==> src/hdl/sliding_window_histogram_macros.svh <==
// Assertion helpers used by the sliding_window_histogram RTL.
`ifndef SLIDING_WINDOW_HISTOGRAM_MACROS_SVH
`define SLIDING_WINDOW_HISTOGRAM_MACROS_SVH

// Consequent must hold in the same cycle as the antecedent.
`define SWH_ASSERT_SAME(name, ante, cons, msg) \
  name: assert property (@(posedge clk) disable iff (!rst_n) (ante) |-> (cons)) \
    else $error(msg);

// Consequent must hold in the cycle after the antecedent.
`define SWH_ASSERT_NEXT(name, ante, cons, msg) \
  name: assert property (@(posedge clk) disable iff (!rst_n) (ante) |=> (cons)) \
    else $error(msg);

`endif

==> src/hdl/swh_pkg.sv <==
package swh_pkg;

  localparam int NUM_BOUNDS = 6;
  localparam int TIME_SLOTS = 4;

  localparam int NBUCKETS   = NUM_BOUNDS + 1;
  localparam int BKT_W      = $clog2(NBUCKETS);
  localparam int SLOT_W     = (TIME_SLOTS > 1) ? $clog2(TIME_SLOTS) : 1;
  localparam int ADDR_W     = SLOT_W + BKT_W;
  localparam int BKT_DEPTH  = 1 << ADDR_W;
  localparam int SLOT_DEPTH = 1 << SLOT_W;
  localparam int BKT_SPAN   = 1 << BKT_W;
  // Widths of the collect accumulators: sums of 32-bit counts.
  localparam int CUM_W      = 32 + $clog2(NBUCKETS * TIME_SLOTS);
  localparam int TOT_W      = 32 + $clog2(TIME_SLOTS);

  localparam logic [31:0] CNT_MAX = 32'hFFFF_FFFF;

  localparam logic [1:0] CMD_OBSERVE = 2'd0;
  localparam logic [1:0] CMD_TICK    = 2'd1;
  localparam logic [1:0] CMD_COLLECT = 2'd2;

  localparam logic [1:0] KIND_BUCKET = 2'd0;
  localparam logic [1:0] KIND_SUM    = 2'd1;
  localparam logic [1:0] KIND_COUNT  = 2'd2;

  localparam logic [2:0] REG_BOUND_0       = 3'd0;
  localparam logic [2:0] REG_BOUNDS_USED   = 3'd6;
  localparam logic [2:0] REG_WINDOW_ENABLE = 3'd7;

  typedef logic [NUM_BOUNDS-1:0][31:0] swh_bounds_t;

  typedef struct packed {
    logic [SLOT_W-1:0]  rd_slot;
    logic [BKT_W-1:0]   rd_bkt;
    logic               wr_en;
    logic [SLOT_W-1:0]  wr_slot;
    logic [BKT_W-1:0]   wr_bkt;
    logic [31:0]        wr_count;
    logic [63:0]        wr_sum;
    logic [31:0]        wr_scount;
    logic               clr_en;
    logic [SLOT_W-1:0]  clr_slot;
  } swh_mem_req_t;

  typedef struct packed {
    logic [31:0] bkt_count;
    logic [63:0] sum;
    logic [31:0] scount;
  } swh_mem_rsp_t;

  function automatic logic [31:0] cnt_inc(input logic [31:0] c);
    return (c == CNT_MAX) ? c : c + 32'd1;
  endfunction

  // Signed 64-bit add that clamps at the signed limits.
  function automatic logic [63:0] sat_add64(input logic [63:0] a, input logic [63:0] b);
    logic [63:0] s;
    s = a + b;
    if ((a[63] == b[63]) && (s[63] != a[63])) begin
      s = a[63] ? {1'b1, 63'd0} : {1'b0, {63{1'b1}}};
    end
    return s;
  endfunction

endpackage

==> src/hdl/swh_classify.sv <==
module swh_classify (
  input  logic [31:0]                sample,
  input  swh_pkg::swh_bounds_t       bounds,
  input  logic [swh_pkg::BKT_W-1:0]  nb,
  output logic [swh_pkg::BKT_W-1:0]  bkt
);
  import swh_pkg::*;

  // Lowest bucket whose inclusive bound holds the sample wins; else overflow.
  always_comb begin
    bkt = nb;
    for (int i = NUM_BOUNDS - 1; i >= 0; i--) begin
      if ((BKT_W'(i) < nb) && ($signed(sample) <= $signed(bounds[i]))) begin
        bkt = BKT_W'(i);
      end
    end
  end

endmodule

==> src/hdl/swh_slot_mem.sv <==
module swh_slot_mem (
  input  logic                  clk,
  input  logic                  rst_n,
  input  swh_pkg::swh_mem_req_t req,
  output swh_pkg::swh_mem_rsp_t rsp
);
  import swh_pkg::*;

  logic [31:0] bkt_mem  [BKT_DEPTH];
  logic [63:0] sum_mem  [SLOT_DEPTH];
  logic [31:0] scnt_mem [SLOT_DEPTH];

  // Entries that were never written since reset or since their slot was
  // retired read as zero.
  logic [SLOT_DEPTH-1:0][BKT_SPAN-1:0] bkt_vld_r;
  logic [SLOT_DEPTH-1:0]               slot_vld_r;

  logic [31:0] bkt_q_r;
  logic [63:0] sum_q_r;
  logic [31:0] scnt_q_r;
  logic        bkt_vq_r;
  logic        slot_vq_r;

  logic [ADDR_W-1:0] rd_addr;
  logic [ADDR_W-1:0] wr_addr;

  assign rd_addr = {req.rd_slot, req.rd_bkt};
  assign wr_addr = {req.wr_slot, req.wr_bkt};

  always_ff @(posedge clk) begin
    if (req.wr_en) begin
      bkt_mem[wr_addr]      <= req.wr_count;
      sum_mem[req.wr_slot]  <= req.wr_sum;
      scnt_mem[req.wr_slot] <= req.wr_scount;
    end
    bkt_q_r  <= bkt_mem[rd_addr];
    sum_q_r  <= sum_mem[req.rd_slot];
    scnt_q_r <= scnt_mem[req.rd_slot];
  end

  always_ff @(posedge clk) begin
    if (!rst_n) begin
      bkt_vld_r  <= '0;
      slot_vld_r <= '0;
      bkt_vq_r   <= 1'b0;
      slot_vq_r  <= 1'b0;
    end else begin
      if (req.clr_en) begin
        bkt_vld_r[req.clr_slot]  <= '0;
        slot_vld_r[req.clr_slot] <= 1'b0;
      end
      if (req.wr_en) begin
        bkt_vld_r[req.wr_slot][req.wr_bkt] <= 1'b1;
        slot_vld_r[req.wr_slot]            <= 1'b1;
      end
      bkt_vq_r  <= bkt_vld_r[req.rd_slot][req.rd_bkt];
      slot_vq_r <= slot_vld_r[req.rd_slot];
    end
  end

  assign rsp.bkt_count = bkt_vq_r  ? bkt_q_r  : '0;
  assign rsp.sum       = slot_vq_r ? sum_q_r  : '0;
  assign rsp.scount    = slot_vq_r ? scnt_q_r : '0;

endmodule

==> src/hdl/sliding_window_histogram.sv <==
// Sliding-window histogram. Requests on the in_ channel are observe (0),
// tick (1) or collect (2), selected by in_tuser. In an observe, the slot and
// bucket entries are read from the registered-read state memory in the
// accept cycle and written back in the next, while in_tready is low. A tick
// is done in its accept cycle; retiring a slot only drops its valid bits, so
// there is no clearing pass after reset or on rotation. A collect walks the
// bucket memory entry by entry and then the slot totals the same way, and
// in_tready stays low until its last result is loaded into the output
// register. Results leave through that register, so observes and ticks are
// taken while a collect result still waits. Configuration is written at any
// time through cfg_, but only while the block is idle is the effect defined.
// Neither input channel is ready while rst_n is low.
`include "sliding_window_histogram_macros.svh"

module sliding_window_histogram (
  input  logic        clk,
  input  logic        rst_n,
  input  logic        in_tvalid,
  output logic        in_tready,
  input  logic [31:0] in_tdata,   // [31:0] sample
  input  logic [1:0]  in_tuser,   // [1:0] command
  output logic        out_tvalid,
  input  logic        out_tready,
  output logic [71:0] out_tdata,  // [2:0] bucket_index, [66:3] amount, [71:67] zero
  output logic [1:0]  out_tuser,  // [1:0] kind
  output logic        out_tlast,
  input  logic        cfg_valid,
  output logic        cfg_ready,
  input  logic [2:0]  cfg_index,
  input  logic [31:0] cfg_data
);
  import swh_pkg::*;

  typedef enum logic [3:0] {
    ST_IDLE,
    ST_OBS_WR,
    ST_C_BRD,
    ST_C_BACC,
    ST_C_BEMIT,
    ST_C_SRD,
    ST_C_SACC,
    ST_C_SEMIT,
    ST_C_CEMIT
  } state_t;

  // Configuration registers.
  swh_bounds_t bounds_r;
  logic [2:0]  bounds_used_r;
  logic        window_en_r;

  state_t             state_r,     state_nxt;
  logic [SLOT_W-1:0]  cur_slot_r,  cur_slot_nxt;
  logic               running_r,   running_nxt;
  logic [31:0]        sample_r,    sample_nxt;
  logic [BKT_W-1:0]   obs_bkt_r,   obs_bkt_nxt;
  logic [BKT_W-1:0]   bkt_i_r,     bkt_i_nxt;
  logic [SLOT_W-1:0]  slot_t_r,    slot_t_nxt;
  logic [CUM_W-1:0]   cum_r,       cum_nxt;
  logic [63:0]        sum_r,       sum_nxt;
  logic [TOT_W-1:0]   tot_r,       tot_nxt;
  logic               out_valid_r, out_valid_nxt;
  logic [1:0]         out_kind_r,  out_kind_nxt;
  logic [2:0]         out_idx_r,   out_idx_nxt;
  logic [63:0]        out_amt_r,   out_amt_nxt;
  logic               out_last_r,  out_last_nxt;

  logic [2:0]         nb3;
  logic [BKT_W-1:0]   nb;
  logic [BKT_W-1:0]   cls_bkt;
  logic [SLOT_W-1:0]  next_slot;
  logic               last_slot;
  logic               out_free;
  swh_mem_req_t       mem_req;
  swh_mem_rsp_t       mem_rsp;

  assign cfg_ready = rst_n;

  always_ff @(posedge clk) begin
    if (!rst_n) begin
      bounds_r      <= '0;
      bounds_used_r <= 3'(NUM_BOUNDS);
      window_en_r   <= 1'b0;
    end else if (cfg_valid) begin
      for (int i = 0; i < NUM_BOUNDS; i++) begin
        if (cfg_index == REG_BOUND_0 + 3'(i)) begin
          bounds_r[i] <= cfg_data;
        end
      end
      if (cfg_index == REG_BOUNDS_USED) begin
        bounds_used_r <= cfg_data[2:0];
      end
      if (cfg_index == REG_WINDOW_ENABLE) begin
        window_en_r <= cfg_data[0];
      end
    end
  end

  always_comb begin
    if (bounds_used_r == 3'd0) begin
      nb3 = 3'd1;
    end else if (bounds_used_r > 3'(NUM_BOUNDS)) begin
      nb3 = 3'(NUM_BOUNDS);
    end else begin
      nb3 = bounds_used_r;
    end
  end

  assign nb = nb3[BKT_W-1:0];

  swh_classify u_classify (
    .sample (in_tdata),
    .bounds (bounds_r),
    .nb     (nb),
    .bkt    (cls_bkt)
  );

  swh_slot_mem u_slot_mem (
    .clk   (clk),
    .rst_n (rst_n),
    .req   (mem_req),
    .rsp   (mem_rsp)
  );

  assign next_slot = (cur_slot_r == SLOT_W'(TIME_SLOTS - 1)) ? '0 : cur_slot_r + 1'b1;
  assign last_slot = (slot_t_r == SLOT_W'(TIME_SLOTS - 1));
  assign out_free  = !out_valid_r || out_tready;
  assign in_tready = rst_n && (state_r == ST_IDLE);

  always_comb begin
    state_nxt     = state_r;
    cur_slot_nxt  = cur_slot_r;
    running_nxt   = running_r;
    sample_nxt    = sample_r;
    obs_bkt_nxt   = obs_bkt_r;
    bkt_i_nxt     = bkt_i_r;
    slot_t_nxt    = slot_t_r;
    cum_nxt       = cum_r;
    sum_nxt       = sum_r;
    tot_nxt       = tot_r;
    out_valid_nxt = out_valid_r && !out_tready;
    out_kind_nxt  = out_kind_r;
    out_idx_nxt   = out_idx_r;
    out_amt_nxt   = out_amt_r;
    out_last_nxt  = out_last_r;

    mem_req           = '0;
    mem_req.rd_slot   = cur_slot_r;
    mem_req.rd_bkt    = cls_bkt;
    mem_req.wr_slot   = cur_slot_r;
    mem_req.wr_bkt    = obs_bkt_r;
    mem_req.wr_count  = cnt_inc(mem_rsp.bkt_count);
    mem_req.wr_sum    = sat_add64(mem_rsp.sum, {{32{sample_r[31]}}, sample_r});
    mem_req.wr_scount = cnt_inc(mem_rsp.scount);
    mem_req.clr_slot  = next_slot;

    case (state_r)
      ST_IDLE: begin
        if (in_tvalid) begin
          case (in_tuser)
            CMD_OBSERVE: begin
              // The memory read for this observe is issued in this cycle.
              sample_nxt  = in_tdata;
              obs_bkt_nxt = cls_bkt;
              if (window_en_r) begin
                running_nxt = 1'b1;
              end
              state_nxt = ST_OBS_WR;
            end
            CMD_TICK: begin
              if (window_en_r && running_r) begin
                cur_slot_nxt   = next_slot;
                mem_req.clr_en = 1'b1;
              end
            end
            CMD_COLLECT: begin
              bkt_i_nxt  = '0;
              slot_t_nxt = '0;
              cum_nxt    = '0;
              sum_nxt    = '0;
              tot_nxt    = '0;
              state_nxt  = ST_C_BRD;
            end
            default: begin
            end
          endcase
        end
      end
      ST_OBS_WR: begin
        mem_req.wr_en = 1'b1;
        state_nxt     = ST_IDLE;
      end
      ST_C_BRD: begin
        mem_req.rd_slot = slot_t_r;
        mem_req.rd_bkt  = bkt_i_r;
        state_nxt       = ST_C_BACC;
      end
      ST_C_BACC: begin
        cum_nxt = cum_r + CUM_W'(mem_rsp.bkt_count);
        if (last_slot) begin
          slot_t_nxt = '0;
          state_nxt  = ST_C_BEMIT;
        end else begin
          slot_t_nxt = slot_t_r + 1'b1;
          state_nxt  = ST_C_BRD;
        end
      end
      ST_C_BEMIT: begin
        if (out_free) begin
          out_valid_nxt = 1'b1;
          out_kind_nxt  = KIND_BUCKET;
          out_idx_nxt   = 3'(bkt_i_r);
          out_amt_nxt   = 64'(cum_r);
          out_last_nxt  = 1'b0;
          if (bkt_i_r == nb) begin
            state_nxt = ST_C_SRD;
          end else begin
            bkt_i_nxt = bkt_i_r + 1'b1;
            state_nxt = ST_C_BRD;
          end
        end
      end
      ST_C_SRD: begin
        mem_req.rd_slot = slot_t_r;
        state_nxt       = ST_C_SACC;
      end
      ST_C_SACC: begin
        // Slot 0 is added first and the sum clamps at every step.
        sum_nxt = sat_add64(sum_r, mem_rsp.sum);
        tot_nxt = tot_r + TOT_W'(mem_rsp.scount);
        if (last_slot) begin
          state_nxt = ST_C_SEMIT;
        end else begin
          slot_t_nxt = slot_t_r + 1'b1;
          state_nxt  = ST_C_SRD;
        end
      end
      ST_C_SEMIT: begin
        if (out_free) begin
          out_valid_nxt = 1'b1;
          out_kind_nxt  = KIND_SUM;
          out_idx_nxt   = 3'd0;
          out_amt_nxt   = sum_r;
          out_last_nxt  = 1'b0;
          state_nxt     = ST_C_CEMIT;
        end
      end
      ST_C_CEMIT: begin
        if (out_free) begin
          out_valid_nxt = 1'b1;
          out_kind_nxt  = KIND_COUNT;
          out_idx_nxt   = 3'd0;
          out_amt_nxt   = 64'(tot_r);
          out_last_nxt  = 1'b1;
          state_nxt     = ST_IDLE;
        end
      end
      default: begin
        state_nxt = ST_IDLE;
      end
    endcase
  end

  always_ff @(posedge clk) begin
    if (!rst_n) begin
      state_r     <= ST_IDLE;
      cur_slot_r  <= '0;
      running_r   <= 1'b0;
      out_valid_r <= 1'b0;
    end else begin
      state_r     <= state_nxt;
      cur_slot_r  <= cur_slot_nxt;
      running_r   <= running_nxt;
      out_valid_r <= out_valid_nxt;
    end
    sample_r   <= sample_nxt;
    obs_bkt_r  <= obs_bkt_nxt;
    bkt_i_r    <= bkt_i_nxt;
    slot_t_r   <= slot_t_nxt;
    cum_r      <= cum_nxt;
    sum_r      <= sum_nxt;
    tot_r      <= tot_nxt;
    out_kind_r <= out_kind_nxt;
    out_idx_r  <= out_idx_nxt;
    out_amt_r  <= out_amt_nxt;
    out_last_r <= out_last_nxt;
  end

  assign out_tvalid = out_valid_r;
  assign out_tdata  = {5'd0, out_amt_r, out_idx_r};
  assign out_tuser  = out_kind_r;
  assign out_tlast  = out_last_r;

  `SWH_ASSERT_NEXT(a_obs_interlock, in_tvalid && in_tready && (in_tuser == CMD_OBSERVE), !in_tready, "new request taken during observe write-back")
  `SWH_ASSERT_SAME(a_clr_vs_wr, mem_req.clr_en, !mem_req.wr_en, "slot retired during a write-back")
  `SWH_ASSERT_SAME(a_last_is_count, out_tvalid && out_tlast, out_tuser == KIND_COUNT, "last result is not the total count")

endmodule

==> config.mk <==
export PLATFORM = sky130hd
export DESIGN_NAME = sliding_window_histogram
export DESIGN_NICKNAME = d
export VERILOG_FILES = /design/src/hdl/swh_pkg.sv /design/src/hdl/swh_classify.sv /design/src/hdl/swh_slot_mem.sv /design/src/hdl/sliding_window_histogram.sv
export VERILOG_INCLUDE_DIRS = /design/src /design/src/hdl
export SDC_FILE = /design/constraint.sdc
export NUM_CORES = 2
export LEC_CHECK = 0
export BUFFER_PORTS_ARGS = -buffer_cell sky130_fd_sc_hd__buf_2
export CORE_MARGIN = 8
export CORE_UTILIZATION = 59
export CTS_BUF_LIST = sky130_fd_sc_hd__clkbuf_4 sky130_fd_sc_hd__clkbuf_8
export DETAILED_ROUTE_END_ITERATION = 10
export PLACE_DENSITY_LB_ADDON = 0.15
export REMOVE_ABC_BUFFERS = 1
export SETUP_SLACK_MARGIN = 0.3
export SLEW_MARGIN = 25
export SYNTH_ARGS = -nofsm -noshare
export SYNTH_HDL_FRONTEND = slang
export SYNTH_HIERARCHICAL = 1
export SYNTH_SLANG_ARGS = --single-unit
==> constraint.sdc <==
create_clock -name clk -period 6.6 [get_ports clk]
set_input_delay 1.32 -clock clk [delete_from_list [all_inputs] [get_ports clk]]
set_output_delay 1.32 -clock clk [all_outputs]
set_load 0.1 [all_outputs]
# Word-level counts from Yosys, hierarchy flattened
# Memories as Yosys holds them, arrays and structs flattened. A register that Yosys moved wholly into a read port is not among the register bits.
# Index checks and enable logic that the tools add are counted.
[word_totals]
elab_cells = 249
memories = 3
in_bits = 74
register_bits = 487
ramBits = 1408
out_inout_bits = 78
[memory_table]
columns = ["name", "depth", "width", "read_ports", "rd_ports_with_merged_regs", "write_ports", "line", "text"]
rows = [
  ["u_slot_mem.bkt_mem", 32, 32, 1, 1, 1, "swh_slot_mem.sv:9", "logic [31:0] bkt_mem [BKT_DEPTH];"],
  ["u_slot_mem.sum_mem", 4, 64, 1, 1, 1, "swh_slot_mem.sv:10", "logic [63:0] sum_mem [SLOT_DEPTH];"],
  ["u_slot_mem.scnt_mem", 4, 32, 1, 1, 1, "swh_slot_mem.sv:11", "logic [31:0] scnt_mem [SLOT_DEPTH];"],
]
[classes]
n_bitwise = 6
order_cmp = 21
muxes = 93
eq_ne = 36
reduce_logical = 51
add_sub_neg = 9
[ops]
columns = ["operator", "n"]
rows = [
  ["64-bit two-way mux", 10],
  ["32-bit two-way mux", 7],
  ["32-bit <= comparator", 6],
  ["64-bit case mux with 3 select lines", 1],
  ["64-bit adder", 2],
  ["64-bit case mux with 2 select lines", 1],
  ["37-bit two-way mux", 2],
  ["37-bit case mux with 2 select lines", 1],
  ["34-bit two-way mux", 2],
  ["34-bit case mux with 2 select lines", 1],
  ["32-bit by 1-bit adder with 32-bit output, second input constant", 2],
  ["32-bit == test, second input constant", 2],
  ["3-bit two-way mux", 17],
  ["37-bit by 32-bit adder with 37-bit output", 1],
  ["34-bit by 32-bit adder with 34-bit output", 1],
  ["32-bit bitwise AND", 1],
  ["8-bit demux with 2-bit select", 2],
  ["32-bit NOT", 1],
  ["32-bit bitwise OR", 1],
  ["4-bit case mux with 8 select lines", 1],
  ["4-bit two-way mux", 7],
  ["8-bit two-way mux", 3],
  ["2-bit two-way mux", 10],
  ["8-bit binary-select mux with 2-bit select", 1],
  ["51 further kinds", 133],
]

# Logic depth before layout (Yosys ltp)
[depth]
word_depth = 14
depth_mapped = 19

# By module
# Netlist, hierarchy kept.
[modules_own_cells]
columns = ["mod", "cells_per_inst", "area_each_um2", "seq_area_each_um2", "instances"]
rows = [
  ["swh_slot_mem", 2737, 58203.3, 45603.7, 1],
  ["sliding_window_histogram", 3311, 29169.2, 11441.0, 1],
  ["swh_classify", 721, 5086.1, 0.0, 1],
]

# Worst setup path before layout
# OpenSTA, ideal clock, no wires.
[synth_timing]
path_kind = "input to register"
from = "in in_tuser[0]"
to = "reg sum_r[0] (enable)"
path_buffers = 0
stages = 3
arrival_time_ns = 6.219
setup_ns = 0.587
slack_ns = -0.206
cell_sequence = "inv_1 > a31oi_1 > a21oi_1"
[synth_between]
elab_chain_cells = 3
[synth_lines]
columns = ["item", "line", "text"]
rows = [
  ["start, declared", "sliding_window_histogram.sv:21", "input logic [1:0] in_tuser,"],
  ["2-bit == test", "sliding_window_histogram.sv:159", "case (in_tuser)"],
  ["2-bit by 1-bit inequality test with 1-bit output (no line)", "n/a", ""],
  ["3-bit AND reduction (no line)", "n/a", ""],
  ["end signal, assigned", "sliding_window_histogram.sv:280", "sum_r <= sum_nxt;"],
  ["end, declared", "sliding_window_histogram.sv:59", "logic [63:0] sum_r, sum_nxt;"],
]
# No other way between the ends.
# A chain may end at the register's enable or synchronous reset.

==> flow_summary_export.csv <==
group,metric,value,unit
run_status,status,"finished clean",
floorplanning,fp.dieW,412,µm
floorplanning,die_area,170000,µm²
placed_design,place_hpwl,157,mm
hold_path,hp-start,"bounds_r[86]",
clock_tree,htreeDepth,5,
pwr,ir_drop,364,µV
finish,num-nets-final,7535,
clock_tree,clk_pin_slew,0.06,ns
floorplanning,start_util,0.593,
finish,layout_common_cells,"edfxtp_1 (1653), nand2_1 (688), clkbuf_8 (388)",
clock_tree,cts_setup_buffers,0,
global_route,antenna_found_initial,22,
sta,setup_violations,0,
drt,drt-vias-per-instance,6.30,
setup_path,critPathKind,"flip-flop to flip-flop",
hold_path,hold_end,"bounds_r[86]",
sta,slew_violations,0,
clock_tree,cts_hold_buf,0,
setup_path,worst_ep_required_time,7.34,ns
sta,fin_crit,5.27,ns
hold_path,min_path_type,"flip-flop to flip-flop",
clock_tree,cts_max_path_buffers,4,
setup_path,rr_worst_depth,11,
hold_path,min_path_cells,2,
drt,drt_iter0_markers,6083,
yosys,synth_cell_types,107,
yosys,synth_edf_count,1653,
global_route,grt_pass1_wl,367,mm
job,cap_viol_max_count,0,
setup_path,cp_common_cell,"nand4_1",
clock_tree,cts_inserted_buffers,345,
sta,finalClockSkew,0.0744,ns
sta,setup_ws,1.33,ns
sta,min_period_over_period,0.798,
floorplanning,die_y,412,µm
placed_design,place.gp.congestion,0.926,
finish,final_common_cell,"edfxtp_1",
drt,vias,59200,
drt,drt_pass1_iterations,6,
yosys,dominantRegCellSynth,"edfxtp_1",
sta,rsz0062_at_grt,"no",
yosys,yosysTopAreaCellShare,0.537,
drt,wl_per_cell,26.3,µm
setup_path,worst_ep_arrival_time,6.01,ns
sta,hold_viol_final,0,
yosys,ys_seq_area_frac,0.617,
clock_tree,ctsResizeCount,0,
placed_design,io_buffers,146,
setup_path,r2r-end,"u_slot_mem/bkt_mem[13][27]",
yosys,syn-mean-instance-area,13.7,µm²
finish,area_delta_synth_final,11.9,%
pwr,p_leak,36.6,nW
pwr,p_per_area,357,nW/µm²
placed_design,dpl_worst_slack,0.453,ns
finish,layout.cells.non_filler,9401,
setup_path,regToRegSetupSlack,1.33,ns
setup_path,setup.worst_path.end_class,"flip-flop",
drt,detail-route-antenna-nets,0,
floorplanning,num_rows,145,
yosys,synthArstFlopShare,0,
global_route,grt_max_degree,108,
setup_path,crit_fanout,32,
floorplanning,core_area,156000,µm²
yosys,ys_ff_latch,2023,
setup_path,slowest_stage,"xnor2_4",
global_route,grt_use_total,0.287,
sta,worstMarginPinSlew,1.07,ns
clock_tree,cts_tree,"built",
finish,layout-drive-gt1-share,0.193,
setup_path,reg2reg_from,"u_slot_mem/bkt_vq_r",
global_route,grt_pass1_vias,58700,
placed_design,placed_cells,8778,
yosys,yosys-top-cells-area,"edfxtp_1 (54%), dfxtp_1 (8.0%), mux4_2 (7.2%)",
clock_tree,clk_latency,1.05,ns
yosys,synth_top_area_cell,"edfxtp_1",
drt,drc_errors,0,
clock_tree,root_buffer,"clkbuf_8",
global_route,globalRouteOverflowTotal,0,
sta,slew_headroom,0.283,
drt,wl,247,mm
clock_tree,clkSinkCount,2023,
yosys,synthCells,6769,
floorplanning,ios,152,
sta,max_freq,190,MHz
setup_path,cp-start-kind,"flip-flop",
yosys,yosysWarnings,6,
yosys,syn_area,92500,µm²
setup_path,slowest_delay,0.66,ns
setup_path,path_cells,"and2_1 -> and4_1 -> nand4_1 -> nor2_1 -> nand4_1 -> nand4_1 -> nor2_1 -> nand2_1 -> nor2_1 -> nand4_1 -> xnor2_4",
[worst max-delay path, delay by kind of cell, from the launching register on]
| family | cells | cell delay (ns) |
|---|---|---|
| xor+xnor | 1 | 0.66 |
| flops | 1 | 0.58 |
| simple gates | 10 | 3.66 |
[layout make-up]
| class | instances | area [µm²] |
|---|---|---|
| diodes | 10 | 25.0 |
| clock inverters | 84 | 538 |
| fillers | 11200 | 52400 |
| inverters | 253 | 960 |
| flip-flops and latches | 2023 | 57000 |
| well taps | 2058 | 2570 |
| repair buffers | 275 | 2070 |
| multi-input cells | 4172 | 33900 |
| clock buffers | 526 | 6380 |
[power by group]
part | switching (mW) | internal, mW | total, mW
logic | 5.99 | 3.87 | 9.86
clock network | 4.90 | 6.37 | 11.3
registers | 0.459 | 15.3 | 15.8
[stage by stage]
step                      setup TNS [ns]  power, mW  utilization  hold slack [ns]  cell area (µm²)
final                                  0       36.9        0.664            0.462           103000
after global routing                   0       38.4        0.664            0.466           103000
after CTS                              0       37.1        0.662            0.415           103000
after detailed placement               0       25.8        0.618            0.458            96300
after global placement                 0       25.6        0.617            0.449            96100
after floorplan                 -2136.94       22.9            -            0.440            90900
[cells by family after synthesis]
group | count (synthesis) | synth area share
DFF | 2023 | 0.617
and+or+nand+nor | 1655 | 0.0849
AOI/OAI and AO/OA | 1407 | 0.102
buffers and inverters | 578 | 0.0270
muxes | 474 | 0.0933
adders and majority gates | 391 | 0.0532
xor gates and xnor gates | 240 | 0.0227
other | 1 | 0.0000406
[sequential cells by signal, summed over array words and instances (netlist names), 34 cells and up]
signal               flops
cum_r                   37
u_slot_mem/bkt_mem    1024
u_slot_mem/scnt_mem    128
u_slot_mem/sum_mem     256
tot_r                   34
out_amt_r               64
sum_r                   64
u_slot_mem/sum_q_r      64
bounds_r               192
[how the worst max path moves through the flow]
stage	from	end	slack, ns	depth (start not counted)
detailed placement	in_tdata[31]	u_slot_mem/bkt_q_r[31]	0.45	15
global route	u_slot_mem/bkt_vq_r	u_slot_mem/bkt_mem[21][27]	1.16	11
finish	u_slot_mem/bkt_vq_r	u_slot_mem/bkt_mem[13][27]	1.33	11
global placement	in_tdata[31]	u_slot_mem/bkt_q_r[6]	0.58	14
floorplan	state_r[1]	u_slot_mem/bkt_q_r[0]	-19.95	9
CTS	u_slot_mem/bkt_vq_r	u_slot_mem/bkt_mem[10][26]	1.19	12
[Yosys cell counts, drive strengths merged, types with 28 or more instances]
library cell and count:
edfxtp 1653, nand2 690, ha 387, dfxtp 370
nor2 303, a21oi 302, mux4 297, o21ai 284
inv 253, a21boi 207, clkbuf 200, and2 180
a21o 151, mux2 132, xnor2 132, buf 125
xor2 108, nand3 97, nand4 87, nor2b 84
a211oi 56, o31ai 50, a221oi 45, mux2i 45
and3 43, a22oi 41, nor3 41, o21a 40
o22ai 37, o21bai 36, a2bb2oi 34, nand2b 32
a31oi 28
[routing by layer]
layer  track usage  vias up  wire, µm
li1              -    26300         -
met1         0.409    29800    103000
met2         0.442     2739    112000
met3        0.0714      431     25300
met4        0.0829       16      6620
met5             0        -       106
Power figures use the tool's default switching activity.
